==> config.mk <==
export PLATFORM = sky130hd
export DESIGN_NAME = spi_nor_command_sequencer_unit
export DESIGN_NICKNAME = d
export VERILOG_FILES = /design/src/sv/snor_pkg.sv /design/src/sv/snor_core.sv /design/src/sv/snor_outq.sv /design/src/sv/spi_nor_command_sequencer_unit.sv
export SDC_FILE = /design/constraint.sdc
export NUM_CORES = 1
export LEC_CHECK = 0
export BUFFER_PORTS_ARGS = -buffer_cell sky130_fd_sc_hd__buf_2
export CAP_MARGIN = 20
export CORE_MARGIN = 4
export CORE_UTILIZATION = 61
export CTS_CLUSTER_DIAMETER = 80
export CTS_CLUSTER_SIZE = 10
export DETAILED_ROUTE_END_ITERATION = 8
export GPL_ROUTABILITY_DRIVEN = 0
export HOLD_SLACK_MARGIN = 0.02
export PLACE_DENSITY = 0.89
export SYNTH_ARGS = -nofsm -noshare
export SYNTH_HDL_FRONTEND = slang
export SYNTH_SLANG_ARGS = --single-unit
==> constraint.sdc <==
create_clock -name clk_i -period 7.2 [get_ports clk_i]
set_clock_uncertainty 0.15 [all_clocks]
set_input_delay 1.08 -clock clk_i [delete_from_list [all_inputs] [get_ports clk_i]]
set_output_delay 1.08 -clock clk_i [all_outputs]
set_load 0.1 [all_outputs]
==> src/sv/snor_pkg.sv <==
package snor_pkg;

  localparam int unsigned PageBytesDef   = 256;
  localparam int unsigned SectorBytesDef = 4096;
  localparam int unsigned AddrBitsDef    = 24;
  localparam int unsigned TickBitsDef    = 12;

  localparam int unsigned CfgIdxW  = 2;
  localparam int unsigned CfgDataW = 12;

  typedef enum logic [CfgIdxW-1:0] {
    CFG_LINK   = 2'd0,
    CFG_PGM_TO = 2'd1,
    CFG_ERS_TO = 2'd2
  } cfg_idx_e;

  typedef enum logic [2:0] {
    CMD_READ  = 3'd0,
    CMD_PGM   = 3'd1,
    CMD_ERASE = 3'd2,
    CMD_ID    = 3'd3,
    CMD_BYTE  = 3'd4,
    CMD_REPLY = 3'd5,
    CMD_TICK  = 3'd6
  } cmd_e;

  typedef enum logic [2:0] {
    KIND_XFER  = 3'd0,
    KIND_CSREL = 3'd1,
    KIND_RDATA = 3'd2,
    KIND_DREQ  = 3'd3,
    KIND_DONE  = 3'd4
  } kind_e;

  localparam logic [1:0] ST_OK      = 2'd0;
  localparam logic [1:0] ST_REJECT  = 2'd1;
  localparam logic [1:0] ST_TIMEOUT = 2'd2;

  localparam logic [7:0] OP_READ  = 8'h03;
  localparam logic [7:0] OP_PP    = 8'h02;
  localparam logic [7:0] OP_SE    = 8'h20;
  localparam logic [7:0] OP_WREN  = 8'h06;
  localparam logic [7:0] OP_RDSR  = 8'h05;
  localparam logic [7:0] OP_RDID  = 8'h9F;
  localparam logic [7:0] OP_DUMMY = 8'hFF;
  localparam logic [7:0] DENSITY_4MIB = 8'h16;
  localparam logic [22:0] CAPACITY_4MIB = 23'h400000;

  typedef enum logic [10:0] {
    PH_IDLE      = 11'b00000000001,
    PH_READ_HDR  = 11'b00000000010,
    PH_READ_DATA = 11'b00000000100,
    PH_ID        = 11'b00000001000,
    PH_WREN      = 11'b00000010000,
    PH_PP_HDR    = 11'b00000100000,
    PH_PP_WAIT   = 11'b00001000000,
    PH_PP_DATA   = 11'b00010000000,
    PH_ER_HDR    = 11'b00100000000,
    PH_POLL_CMD  = 11'b01000000000,
    PH_POLL_STAT = 11'b10000000000
  } phase_e;

  typedef enum logic [1:0] {
    OPN_READ  = 2'd0,
    OPN_PGM   = 2'd1,
    OPN_ERASE = 2'd2,
    OPN_ID    = 2'd3
  } opn_e;

  typedef struct packed {
    logic [2:0]  command;
    logic [23:0] address;
    logic [15:0] length;
    logic [7:0]  data_byte;
    logic [7:0]  miso_byte;
  } in_word_t;

  typedef struct packed {
    logic [2:0]  kind;
    logic [7:0]  mosi_byte;
    logic [7:0]  read_byte;
    logic [1:0]  status;
    logic [23:0] id_value;
    logic        last;
  } out_word_t;

  typedef struct packed {
    logic [1:0] count;
    out_word_t  r0;
    out_word_t  r1;
    out_word_t  r2;
  } res_set_t;

endpackage

==> src/sv/snor_core.sv <==
module snor_core #(
  parameter int unsigned PageBytes   = snor_pkg::PageBytesDef,
  parameter int unsigned SectorBytes = snor_pkg::SectorBytesDef,
  parameter int unsigned AddrBits    = snor_pkg::AddrBitsDef,
  parameter int unsigned TickBits    = snor_pkg::TickBitsDef
) (
  input  logic               clk_i,
  input  logic               rst_ni,
  input  logic               cfg_we_i,
  input  logic [1:0]         cfg_idx_i,
  input  logic [11:0]        cfg_data_i,
  input  logic               step_i,
  input  snor_pkg::in_word_t item_i,
  output snor_pkg::res_set_t res_o
);
  import snor_pkg::*;

  localparam int unsigned PgW = $clog2(PageBytes + 1);
  localparam int unsigned PoW = $clog2(PageBytes);
  localparam int unsigned SeW = $clog2(SectorBytes);
  localparam logic [TickBits-1:0] TickMax = {TickBits{1'b1}};

  logic        link_q;
  logic [11:0] pgm_to_q, ers_to_q;
  phase_e      ph_q, ph_d;
  opn_e        op_q, op_d;
  logic [AddrBits-1:0] addr_q, addr_d;
  logic [15:0] rem_q, rem_d;
  logic [PgW-1:0] pgl_q, pgl_d;
  logic [2:0]  fi_q, fi_d;
  logic [TickBits-1:0] tk_q, tk_d;
  logic [23:0] ids_q, ids_d;
  logic [22:0] cap_q, cap_d;

  // configuration registers
  always_ff @(posedge clk_i or negedge rst_ni) begin
    if (!rst_ni) begin
      link_q   <= 1'b0;
      pgm_to_q <= 12'd500;
      ers_to_q <= 12'd3000;
    end else if (cfg_we_i) begin
      case (cfg_idx_i)
        CFG_LINK:   link_q   <= cfg_data_i[0];
        CFG_PGM_TO: pgm_to_q <= cfg_data_i;
        CFG_ERS_TO: ers_to_q <= cfg_data_i;
        default: ;
      endcase
    end
  end

  always_ff @(posedge clk_i or negedge rst_ni) begin
    if (!rst_ni) begin
      ph_q <= PH_IDLE; op_q <= OPN_READ; addr_q <= '0; rem_q <= '0;
      pgl_q <= '0; fi_q <= '0; tk_q <= '0; ids_q <= '0; cap_q <= '0;
    end else if (step_i) begin
      ph_q <= ph_d; op_q <= op_d; addr_q <= addr_d; rem_q <= rem_d;
      pgl_q <= pgl_d; fi_q <= fi_d; tk_q <= tk_d; ids_q <= ids_d; cap_q <= cap_d;
    end
  end

  function automatic out_word_t mk(logic [2:0] k, logic [7:0] m, logic [7:0] r,
                                   logic [1:0] s, logic [23:0] id);
    out_word_t w;
    w.kind = k; w.mosi_byte = m; w.read_byte = r; w.status = s; w.id_value = id;
    w.last = 1'b0;
    return w;
  endfunction

  logic [AddrBits-1:0] a_in, aligned, cur_p1;
  logic [23:0] a24, cur24;
  logic [24:0] chk_a, chk_len;
  logic        rng_ok;
  logic [PgW-1:0] chunk_pg, pgl_m1;
  logic [15:0] rem_m1;
  logic [11:0] lim12;
  logic [TickBits-1:0] limit;
  logic [2:0]  fi_p1;
  logic [7:0]  abyte;
  logic [23:0] ids_sh;

  always_comb begin
    a_in    = item_i.address[AddrBits-1:0];
    aligned = {a_in[AddrBits-1:SeW], {SeW{1'b0}}};
    a24     = 24'(a_in);
    cur24   = 24'(addr_q);
    cur_p1  = addr_q + 1'b1;
    // range check base and length
    chk_a   = (item_i.command == CMD_ERASE) ? 25'(aligned) : 25'(a24);
    chk_len = (item_i.command == CMD_ERASE) ? 25'(SectorBytes) : 25'(item_i.length);
    rng_ok  = link_q && (cap_q != '0) && (chk_a <= 25'(cap_q))
              && (chk_len <= 25'(cap_q) - chk_a);
    fi_p1   = fi_q + 3'd1;
    case (fi_p1[1:0])
      2'd1:    abyte = cur24[23:16];
      2'd2:    abyte = cur24[15:8];
      default: abyte = cur24[7:0];
    endcase
    rem_m1  = rem_q - 16'd1;
    pgl_m1  = (pgl_q != '0) ? pgl_q - 1'b1 : pgl_q;
    ids_sh  = {ids_q[15:0], item_i.miso_byte};
    lim12   = (op_q == OPN_PGM) ? pgm_to_q : ers_to_q;
    if (TickBits >= 12) limit = TickBits'(lim12);
    else if ((lim12 >> TickBits) != '0) limit = TickMax;
    else limit = TickBits'(lim12);
  end

  // page chunk: bytes from address a to the end of its page, capped at length r
  function automatic logic [PgW-1:0] chunk_of(logic [AddrBits-1:0] a, logic [15:0] r);
    logic [PgW-1:0] c;
    c = PgW'(PageBytes) - PgW'(a[PoW-1:0]);
    if (17'(c) > 17'(r)) c = PgW'(r);
    return c;
  endfunction

  always_comb begin
    ph_d = ph_q; op_d = op_q; addr_d = addr_q; rem_d = rem_q; pgl_d = pgl_q;
    fi_d = fi_q; tk_d = tk_q; ids_d = ids_q; cap_d = cap_q;
    res_o = '0;
    chunk_pg = chunk_of(a_in, item_i.length);
    case (item_i.command)
      CMD_READ, CMD_PGM, CMD_ERASE, CMD_ID: begin
        res_o.count = 2'd1;
        if (ph_q != PH_IDLE) begin
          res_o.r0 = mk(KIND_DONE, 8'h0, 8'h0, ST_REJECT, 24'h0);
        end else begin
          addr_d = a_in; rem_d = item_i.length; fi_d = '0;
          op_d = opn_e'(item_i.command[1:0]);
          case (item_i.command)
            CMD_READ: begin
              if (!rng_ok) res_o.r0 = mk(KIND_DONE, 8'h0, 8'h0, ST_REJECT, 24'h0);
              else if (item_i.length == '0) res_o.r0 = mk(KIND_DONE, 8'h0, 8'h0, ST_OK, 24'h0);
              else begin
                ph_d = PH_READ_HDR; res_o.r0 = mk(KIND_XFER, OP_READ, 8'h0, ST_OK, 24'h0);
              end
            end
            CMD_PGM: begin
              if (item_i.length == '0 || !rng_ok)
                res_o.r0 = mk(KIND_DONE, 8'h0, 8'h0, ST_REJECT, 24'h0);
              else begin
                pgl_d = chunk_pg; ph_d = PH_WREN;
                res_o.r0 = mk(KIND_XFER, OP_WREN, 8'h0, ST_OK, 24'h0);
              end
            end
            CMD_ERASE: begin
              if (!rng_ok) res_o.r0 = mk(KIND_DONE, 8'h0, 8'h0, ST_REJECT, 24'h0);
              else begin
                pgl_d = '0; ph_d = PH_WREN;
                res_o.r0 = mk(KIND_XFER, OP_WREN, 8'h0, ST_OK, 24'h0);
              end
            end
            default: begin
              if (!link_q) res_o.r0 = mk(KIND_DONE, 8'h0, 8'h0, ST_REJECT, 24'h0);
              else begin
                ids_d = '0; ph_d = PH_ID;
                res_o.r0 = mk(KIND_XFER, OP_RDID, 8'h0, ST_OK, 24'h0);
              end
            end
          endcase
        end
      end
      CMD_BYTE: begin
        if (ph_q == PH_PP_WAIT) begin
          ph_d = PH_PP_DATA; res_o.count = 2'd1;
          res_o.r0 = mk(KIND_XFER, item_i.data_byte, 8'h0, ST_OK, 24'h0);
        end
      end
      CMD_TICK: begin
        if ((ph_q == PH_POLL_CMD || ph_q == PH_POLL_STAT) && tk_q != TickMax)
          tk_d = tk_q + 1'b1;
      end
      CMD_REPLY: begin
        case (ph_q)
          PH_READ_HDR, PH_PP_HDR, PH_ER_HDR: begin
            fi_d = fi_p1; res_o.count = 2'd1;
            if (fi_p1 < 3'd4) res_o.r0 = mk(KIND_XFER, abyte, 8'h0, ST_OK, 24'h0);
            else if (ph_q == PH_READ_HDR) begin
              ph_d = PH_READ_DATA; res_o.r0 = mk(KIND_XFER, OP_DUMMY, 8'h0, ST_OK, 24'h0);
            end else if (ph_q == PH_PP_HDR) begin
              ph_d = PH_PP_WAIT; res_o.r0 = mk(KIND_DREQ, 8'h0, 8'h0, ST_OK, 24'h0);
            end else begin
              res_o.count = 2'd2; tk_d = '0; ph_d = PH_POLL_CMD;
              res_o.r0 = mk(KIND_CSREL, 8'h0, 8'h0, ST_OK, 24'h0);
              res_o.r1 = mk(KIND_XFER, OP_RDSR, 8'h0, ST_OK, 24'h0);
            end
          end
          PH_READ_DATA: begin
            rem_d = rem_m1;
            res_o.r0 = mk(KIND_RDATA, 8'h0, item_i.miso_byte, ST_OK, 24'h0);
            if (rem_m1 != '0) begin
              res_o.count = 2'd2; res_o.r1 = mk(KIND_XFER, OP_DUMMY, 8'h0, ST_OK, 24'h0);
            end else begin
              res_o.count = 2'd3; ph_d = PH_IDLE;
              res_o.r1 = mk(KIND_CSREL, 8'h0, 8'h0, ST_OK, 24'h0);
              res_o.r2 = mk(KIND_DONE, 8'h0, 8'h0, ST_OK, 24'h0);
            end
          end
          PH_ID: begin
            fi_d = fi_p1;
            if (fi_p1 >= 3'd2) ids_d = ids_sh;
            if (fi_p1 < 3'd4) begin
              res_o.count = 2'd1; res_o.r0 = mk(KIND_XFER, OP_DUMMY, 8'h0, ST_OK, 24'h0);
            end else begin
              cap_d = (ids_d[7:0] == DENSITY_4MIB) ? CAPACITY_4MIB : '0;
              res_o.count = 2'd2; ph_d = PH_IDLE;
              res_o.r0 = mk(KIND_CSREL, 8'h0, 8'h0, ST_OK, 24'h0);
              res_o.r1 = mk(KIND_DONE, 8'h0, 8'h0, ST_OK, ids_d);
            end
          end
          PH_WREN: begin
            fi_d = '0; res_o.count = 2'd2;
            res_o.r0 = mk(KIND_CSREL, 8'h0, 8'h0, ST_OK, 24'h0);
            if (op_q == OPN_PGM) begin
              ph_d = PH_PP_HDR; res_o.r1 = mk(KIND_XFER, OP_PP, 8'h0, ST_OK, 24'h0);
            end else begin
              ph_d = PH_ER_HDR; res_o.r1 = mk(KIND_XFER, OP_SE, 8'h0, ST_OK, 24'h0);
            end
          end
          PH_PP_DATA: begin
            pgl_d = pgl_m1; rem_d = rem_m1; addr_d = cur_p1;
            if (pgl_m1 != '0 && rem_m1 != '0) begin
              ph_d = PH_PP_WAIT; res_o.count = 2'd1;
              res_o.r0 = mk(KIND_DREQ, 8'h0, 8'h0, ST_OK, 24'h0);
            end else begin
              res_o.count = 2'd2; tk_d = '0; ph_d = PH_POLL_CMD;
              res_o.r0 = mk(KIND_CSREL, 8'h0, 8'h0, ST_OK, 24'h0);
              res_o.r1 = mk(KIND_XFER, OP_RDSR, 8'h0, ST_OK, 24'h0);
            end
          end
          PH_POLL_CMD: begin
            ph_d = PH_POLL_STAT; res_o.count = 2'd1;
            res_o.r0 = mk(KIND_XFER, OP_DUMMY, 8'h0, ST_OK, 24'h0);
          end
          PH_POLL_STAT: begin
            res_o.count = 2'd2;
            res_o.r0 = mk(KIND_CSREL, 8'h0, 8'h0, ST_OK, 24'h0);
            if (!item_i.miso_byte[0]) begin
              if (op_q == OPN_PGM && rem_q != '0) begin
                pgl_d = chunk_of(addr_q, rem_q); fi_d = '0; ph_d = PH_WREN;
                res_o.r1 = mk(KIND_XFER, OP_WREN, 8'h0, ST_OK, 24'h0);
              end else begin
                ph_d = PH_IDLE; res_o.r1 = mk(KIND_DONE, 8'h0, 8'h0, ST_OK, 24'h0);
              end
            end else if (tk_q >= limit) begin
              ph_d = PH_IDLE; res_o.r1 = mk(KIND_DONE, 8'h0, 8'h0, ST_TIMEOUT, 24'h0);
            end else begin
              ph_d = PH_POLL_CMD; res_o.r1 = mk(KIND_XFER, OP_RDSR, 8'h0, ST_OK, 24'h0);
            end
          end
          default: ;
        endcase
      end
      default: ;
    endcase
    // flag the final word of this set
    case (res_o.count)
      2'd1: res_o.r0.last = 1'b1;
      2'd2: res_o.r1.last = 1'b1;
      2'd3: res_o.r2.last = 1'b1;
      default: ;
    endcase
  end
endmodule

==> src/sv/snor_outq.sv <==
module snor_outq (
  input  logic                clk_i,
  input  logic                rst_ni,
  input  logic                load_i,
  input  snor_pkg::res_set_t  set_i,
  output logic                can_load_o,
  output logic                valid_o,
  input  logic                stall_i,
  output snor_pkg::out_word_t data_o
);
  import snor_pkg::*;

  // two result-set slots, drained one word per cycle unless stall_i is high
  res_set_t   slot_q [2];
  logic [1:0] cnt_q;
  logic       rd_q, wr_q;
  logic [1:0] pos_q;
  logic       pop_word, pop_set;

  assign valid_o    = cnt_q != 2'd0;
  assign can_load_o = cnt_q != 2'd2 || pop_set;
  assign pop_word   = valid_o && !stall_i;
  assign pop_set    = pop_word && (pos_q == slot_q[rd_q].count - 2'd1);

  always_comb begin
    case (pos_q)
      2'd0:    data_o = slot_q[rd_q].r0;
      2'd1:    data_o = slot_q[rd_q].r1;
      default: data_o = slot_q[rd_q].r2;
    endcase
  end

  always_ff @(posedge clk_i) begin
    if (load_i) slot_q[wr_q] <= set_i;
  end

  always_ff @(posedge clk_i or negedge rst_ni) begin
    if (!rst_ni) begin
      cnt_q <= '0; rd_q <= 1'b0; wr_q <= 1'b0; pos_q <= '0;
    end else begin
      if (load_i) wr_q <= !wr_q;
      if (pop_set) begin
        rd_q <= !rd_q; pos_q <= '0;
      end else if (pop_word) begin
        pos_q <= pos_q + 2'd1;
      end
      cnt_q <= cnt_q + {1'b0, load_i} - {1'b0, pop_set};
    end
  end
endmodule

==> src/sv/spi_nor_command_sequencer_unit.sv <==
// Channel | Direction | Handshake          | Word
// in      | input     | in_valid_i/stall_o | snor_pkg::in_word_t
// out     | output    | out_valid_o/stall_i| snor_pkg::out_word_t
// cfg     | input     | cfg_we_i           | cfg_idx_i, cfg_data_i
// One input word is taken per cycle; its zero to three results are computed in
// that cycle, queued in a two-set output buffer; one leaves per unstalled cycle.
// Input stalls only when both buffer sets are full and none drains this cycle.
// Reset is asynchronous: sequencer idle, no device known, registers at defaults.
module spi_nor_command_sequencer_unit #(
  parameter int unsigned PageBytes   = snor_pkg::PageBytesDef,
  parameter int unsigned SectorBytes = snor_pkg::SectorBytesDef,
  parameter int unsigned AddrBits    = snor_pkg::AddrBitsDef,
  parameter int unsigned TickBits    = snor_pkg::TickBitsDef
) (
  input  logic                clk_i,
  input  logic                rst_ni,
  input  logic                cfg_we_i,
  input  logic [1:0]          cfg_idx_i,
  input  logic [11:0]         cfg_data_i,
  input  logic                in_valid_i,
  output logic                in_stall_o,
  input  snor_pkg::in_word_t  in_data_i,
  output logic                out_valid_o,
  input  logic                out_stall_i,
  output snor_pkg::out_word_t out_data_o
);
  import snor_pkg::*;

  res_set_t set;
  logic     can_load, take;

  assign in_stall_o = !can_load;
  assign take       = in_valid_i && can_load;

  snor_core #(
    .PageBytes(PageBytes), .SectorBytes(SectorBytes),
    .AddrBits(AddrBits), .TickBits(TickBits)
  ) u_core (
    .clk_i, .rst_ni, .cfg_we_i, .cfg_idx_i, .cfg_data_i,
    .step_i(take), .item_i(in_data_i), .res_o(set)
  );

  // queue only sets that hold results
  snor_outq u_outq (
    .clk_i, .rst_ni,
    .load_i(take && set.count != 2'd0), .set_i(set),
    .can_load_o(can_load), .valid_o(out_valid_o), .stall_i(out_stall_i),
    .data_o(out_data_o)
  );
endmodule

==> flow_metrics.py <==
metrics = {
    "min_path": {
        "min_to": "u_core.ids_q[14]",
        "hp-class": "reg -> reg",
        "whs_path_depth": 1,
        "min_from": "u_core.ids_q[14]",
    },
    "place": {
        "pre_cts_ws_ps": 1100,
        "dp_cells": 1908,
        "dp_hpwl_um": 28100,
        "port_buffers": 125,
    },
    "detailed_routing": {
        "vias_per_cell": 6.53,
        "route.detailed.drc": 0,
        "wire_per_inst_um": 20.4,
        "detail_route.first_pass.iterations": 7,
        "drt-initial-drc-count": 1689,
        "routed_wl_um": 40000,
        "num_vias": 12800,
        "antenna_left": 0,
    },
    "die": {
        "core_region_area_mm2": 0.0238,
        "die_w_um": 164,
        "die_h_um": 164,
        "row_count": 56,
        "io_pins": 126,
        "initial_core_util_pct": 62.6,
        "dieArea_mm2": 0.0269,
    },
    "run": {
        "drv_cap": 0,
    },
    "yosys": {
        "syn_area_mm2": 0.0149,
        "synth_compound_area_share_pct": 16.5,
        "synth_area_leaders": "edfxtp_1, dfrtp_1, ha_1",
        "avgSynthCellArea_um2": 9.72,
        "synth.most_common_cell": "nand2_1",
        "synthAdderAreaFrac_pct": 5.30,
        "yosys.area_share.simple_pct": 19.9,
        "synth_xor_area_share_pct": 2.00,
        "synth_ff_type": "edfxtp_1",
        "async_reset_ff_share_pct": 51.9,
        "synthMuxAreaShare_pct": 8.01,
        "synth_top_area_share_pct": 23.4,
        "syn-num-nets": 1670,
        "synth.largest_area_cell": "edfxtp_1",
        "synth_cell_type_count": 90,
        "seq_area_frac_synth_pct": 44.6,
        "ys_seq_elements": 241,
        "synth-edff-count": 116,
        "synth_commonest_cells": "nand2_1, nor2_1, edfxtp_1, dfrtp_1, a21oi_1",
        "synthCells": 1529,
        "synth_top_family_by_area": "simple AND/OR/NAND/NOR gates",
        "ys.warnings.count": 0,
    },
    "critical_path": {
        "timing.rr.end": "u_outq.slot_q[0][54]",
        "end_kind": "flip-flop",
        "critPathSlowestCell": "a2111oi_4",
        "r2r_cells": 8,
        "rrSetupSlack_ps": 2260,
        "critPathBufInv": 3,
        "cp.required_ps": 7490,
        "crit_family": "compound AO/OA/AOI/OAI gates",
        "cp_cell_sequence": "buf_2, clkinv_1, nand2_1, buf_4, nand2_1, ha_1, nor2b_1, and2_1, a311oi_1, ha_1, a211oi_1, o221ai_1, a41oi_1, a211oi_1, o311ai_2, o211ai_2, a2111oi_4, o31ai_1, a22o_1",
        "cpPeakStageDelay_ps": 970,
        "rr_startpoint": "u_outq.rd_q",
        "crit_type": "in -> reg",
        "crit_arrival_ps": 5920,
        "path_max_fanout": 18,
        "crit_path_start_kind": "input pin",
    },
    "timing": {
        "finalCritPeriodShare_pct": 78.1,
        "setup_viol": 0,
        "setup_tns_ps": 0,
        "rsz0062_at_grt": "false",
        "post-route-min-period_ps": 5630,
        "drv_slew": 0,
        "max-slew-margin-rel_pct": 32.6,
        "worst_slack_ps": 1570,
        "hold_ws_ps": 347,
        "worst_pin_slew_ps": 1010,
        "fmax_ghz": 0.178,
        "finalHoldViolations": 0,
    },
    "global_route": {
        "grt_pass1_wl_um": 63400,
        "grt_overflow": 0,
        "track_usage_pct": 29.1,
        "antenna_found_initial": 0,
        "grt_max_degree": 76,
        "grt_pass1_vias": 12300,
    },
    "cells_and_area": {
        "fin_nets": 1761,
        "stdcell_count": 1963,
        "syn_to_final_growth_pct": 11.5,
        "drive_gt1_share_pct": 16.3,
    },
    "clocking": {
        "clk_latency_ps": 560,
        "cts_tree": "done",
        "ctsHoldBuffers": 0,
        "cts_buffer_depth": 3,
        "cts_resized": 0,
        "htree_levels": 1,
        "cts_sinks": 241,
        "numCtsBuffers": 28,
        "cts_root_buf": "clkbuf_16",
        "post_cts_buffers": 0,
        "clkTransAtPathRegs_ps": 60,
    },
    "power": {
        "p_per_area_mw_per_mm2": 379,
        "p_leak_uw": 0.00690,
        "ir_worst_vdd_v": 0.000379,
    },
    "status": {
        "status": "completed",
    },
}
## worst max-delay path by stage
stage	startpoint	endpoint	cells after the start
CTS	in_data_i[58]	u_core.pgl_q[2]	19
finish	in_data_i[58]	u_core.pgl_q[0]	19
global placement	in_data_i[58]	u_core.pgl_q[0]	19
detailed placement	in_data_i[58]	u_core.pgl_q[2]	19
floorplan	in_data_i[57]	u_outq.slot_q[0][0]	7
global route	in_data_i[58]	u_core.pgl_q[1]	19
## layer usage
metal | GRT usage (%) | vias to the layer above | share of wire (%)
met4 | 9.30 | 0 | 3.2
li1 | - | 5841 | -
met2 | 47.4 | 779 | 47
met1 | 39.4 | 6069 | 40
met5 | 0 | - | 0
met3 | 6.00 | 123 | 10
## state kept, by name, indices dropped and copies added (netlist names)
signal,flops
u_core.addr_q,24
u_core.cap_q,1
u_core.ers_to_q,12
u_core.fi_q,3
u_core.ids_q,16
u_core.link_q,1
u_core.op_q,2
u_core.pgl_q,9
u_core.pgm_to_q,12
u_core.ph_q,11
u_core.rem_q,16
u_core.tk_q,12
u_outq.cnt_q,2
u_outq.pos_q,2
u_outq.rd_q,1
u_outq.slot_q,116
u_outq.wr_q,1
## cells by family after synthesis
logic type | Yosys count
AND/OR/NAND/NOR | 569
flip-flops | 241
buffers and inverters | 133
adder cells (fa/ha/maj) | 63
multiplexers | 113
AO/OA/AOI/OAI | 376
XOR/XNOR | 34
## layout by cell type, fill, tap and decap left out, types with 15 or more instances in the layout
master,n
edfxtp_1,116
o21a_1,15
nor2b_1,49
inv_1,49
nand2b_1,20
nand3_1,48
mux2i_1,66
buf_2,124
nor2_1,120
nand2_1,142
dfrtp_1,110
nor3_1,45
o21ai_1,30
o21ai_0,69
o22ai_1,19
buf_4,17
and3_1,39
mux2_2,40
a21oi_1,99
xnor2_1,20
a31oi_1,16
clkbuf_1,21
clkbuf_16,28
a22o_1,24
ha_1,63
nor4_1,15
and2_1,15
## through the flow
| step | utilization, % | power [uW] | cell area (um^2) |
|---|---|---|---|
| 2_1_floorplan | - | 4310 | 14900 |
| 3_3_place_gp | 66.1 | 4820 | 15700 |
| 3_5_place_dp | 66.1 | 4920 | 15700 |
| 4_1_cts | 69.6 | 6220 | 16500 |
| 5_1_grt | 69.7 | 6590 | 16600 |
| 6_report | 69.8 | 6280 | 16600 |
## area by class of cell
| type | count | area [um^2] |
|---|---|---|
| multi-input combinational | 1155 | 7730 |
| inverter | 52 | 195 |
| antenna | 2 | 5.00 |
| tap | 319 | 399 |
| clock buffer | 50 | 793 |
| sequential | 241 | 6630 |
| clock inverter | 2 | 38.8 |
| fill | 1683 | 7180 |
| timing repair buffer | 142 | 776 |
## worst reg2reg max path: cells and delay by family, from the launching register on
kind | cells | cell delay, ps
flops | 1 | 670
compound gates | 3 | 1320
buf+inv | 2 | 1150
simple gates | 2 | 1060
mux | 1 | 240
## power breakdown
part	total (uW)	switching (uW)	internal, uW
clock	1300	558	744
combinational	2860	2030	828
sequential	2120	360	1760
Note: power is estimated with default switching activity, not from simulation.
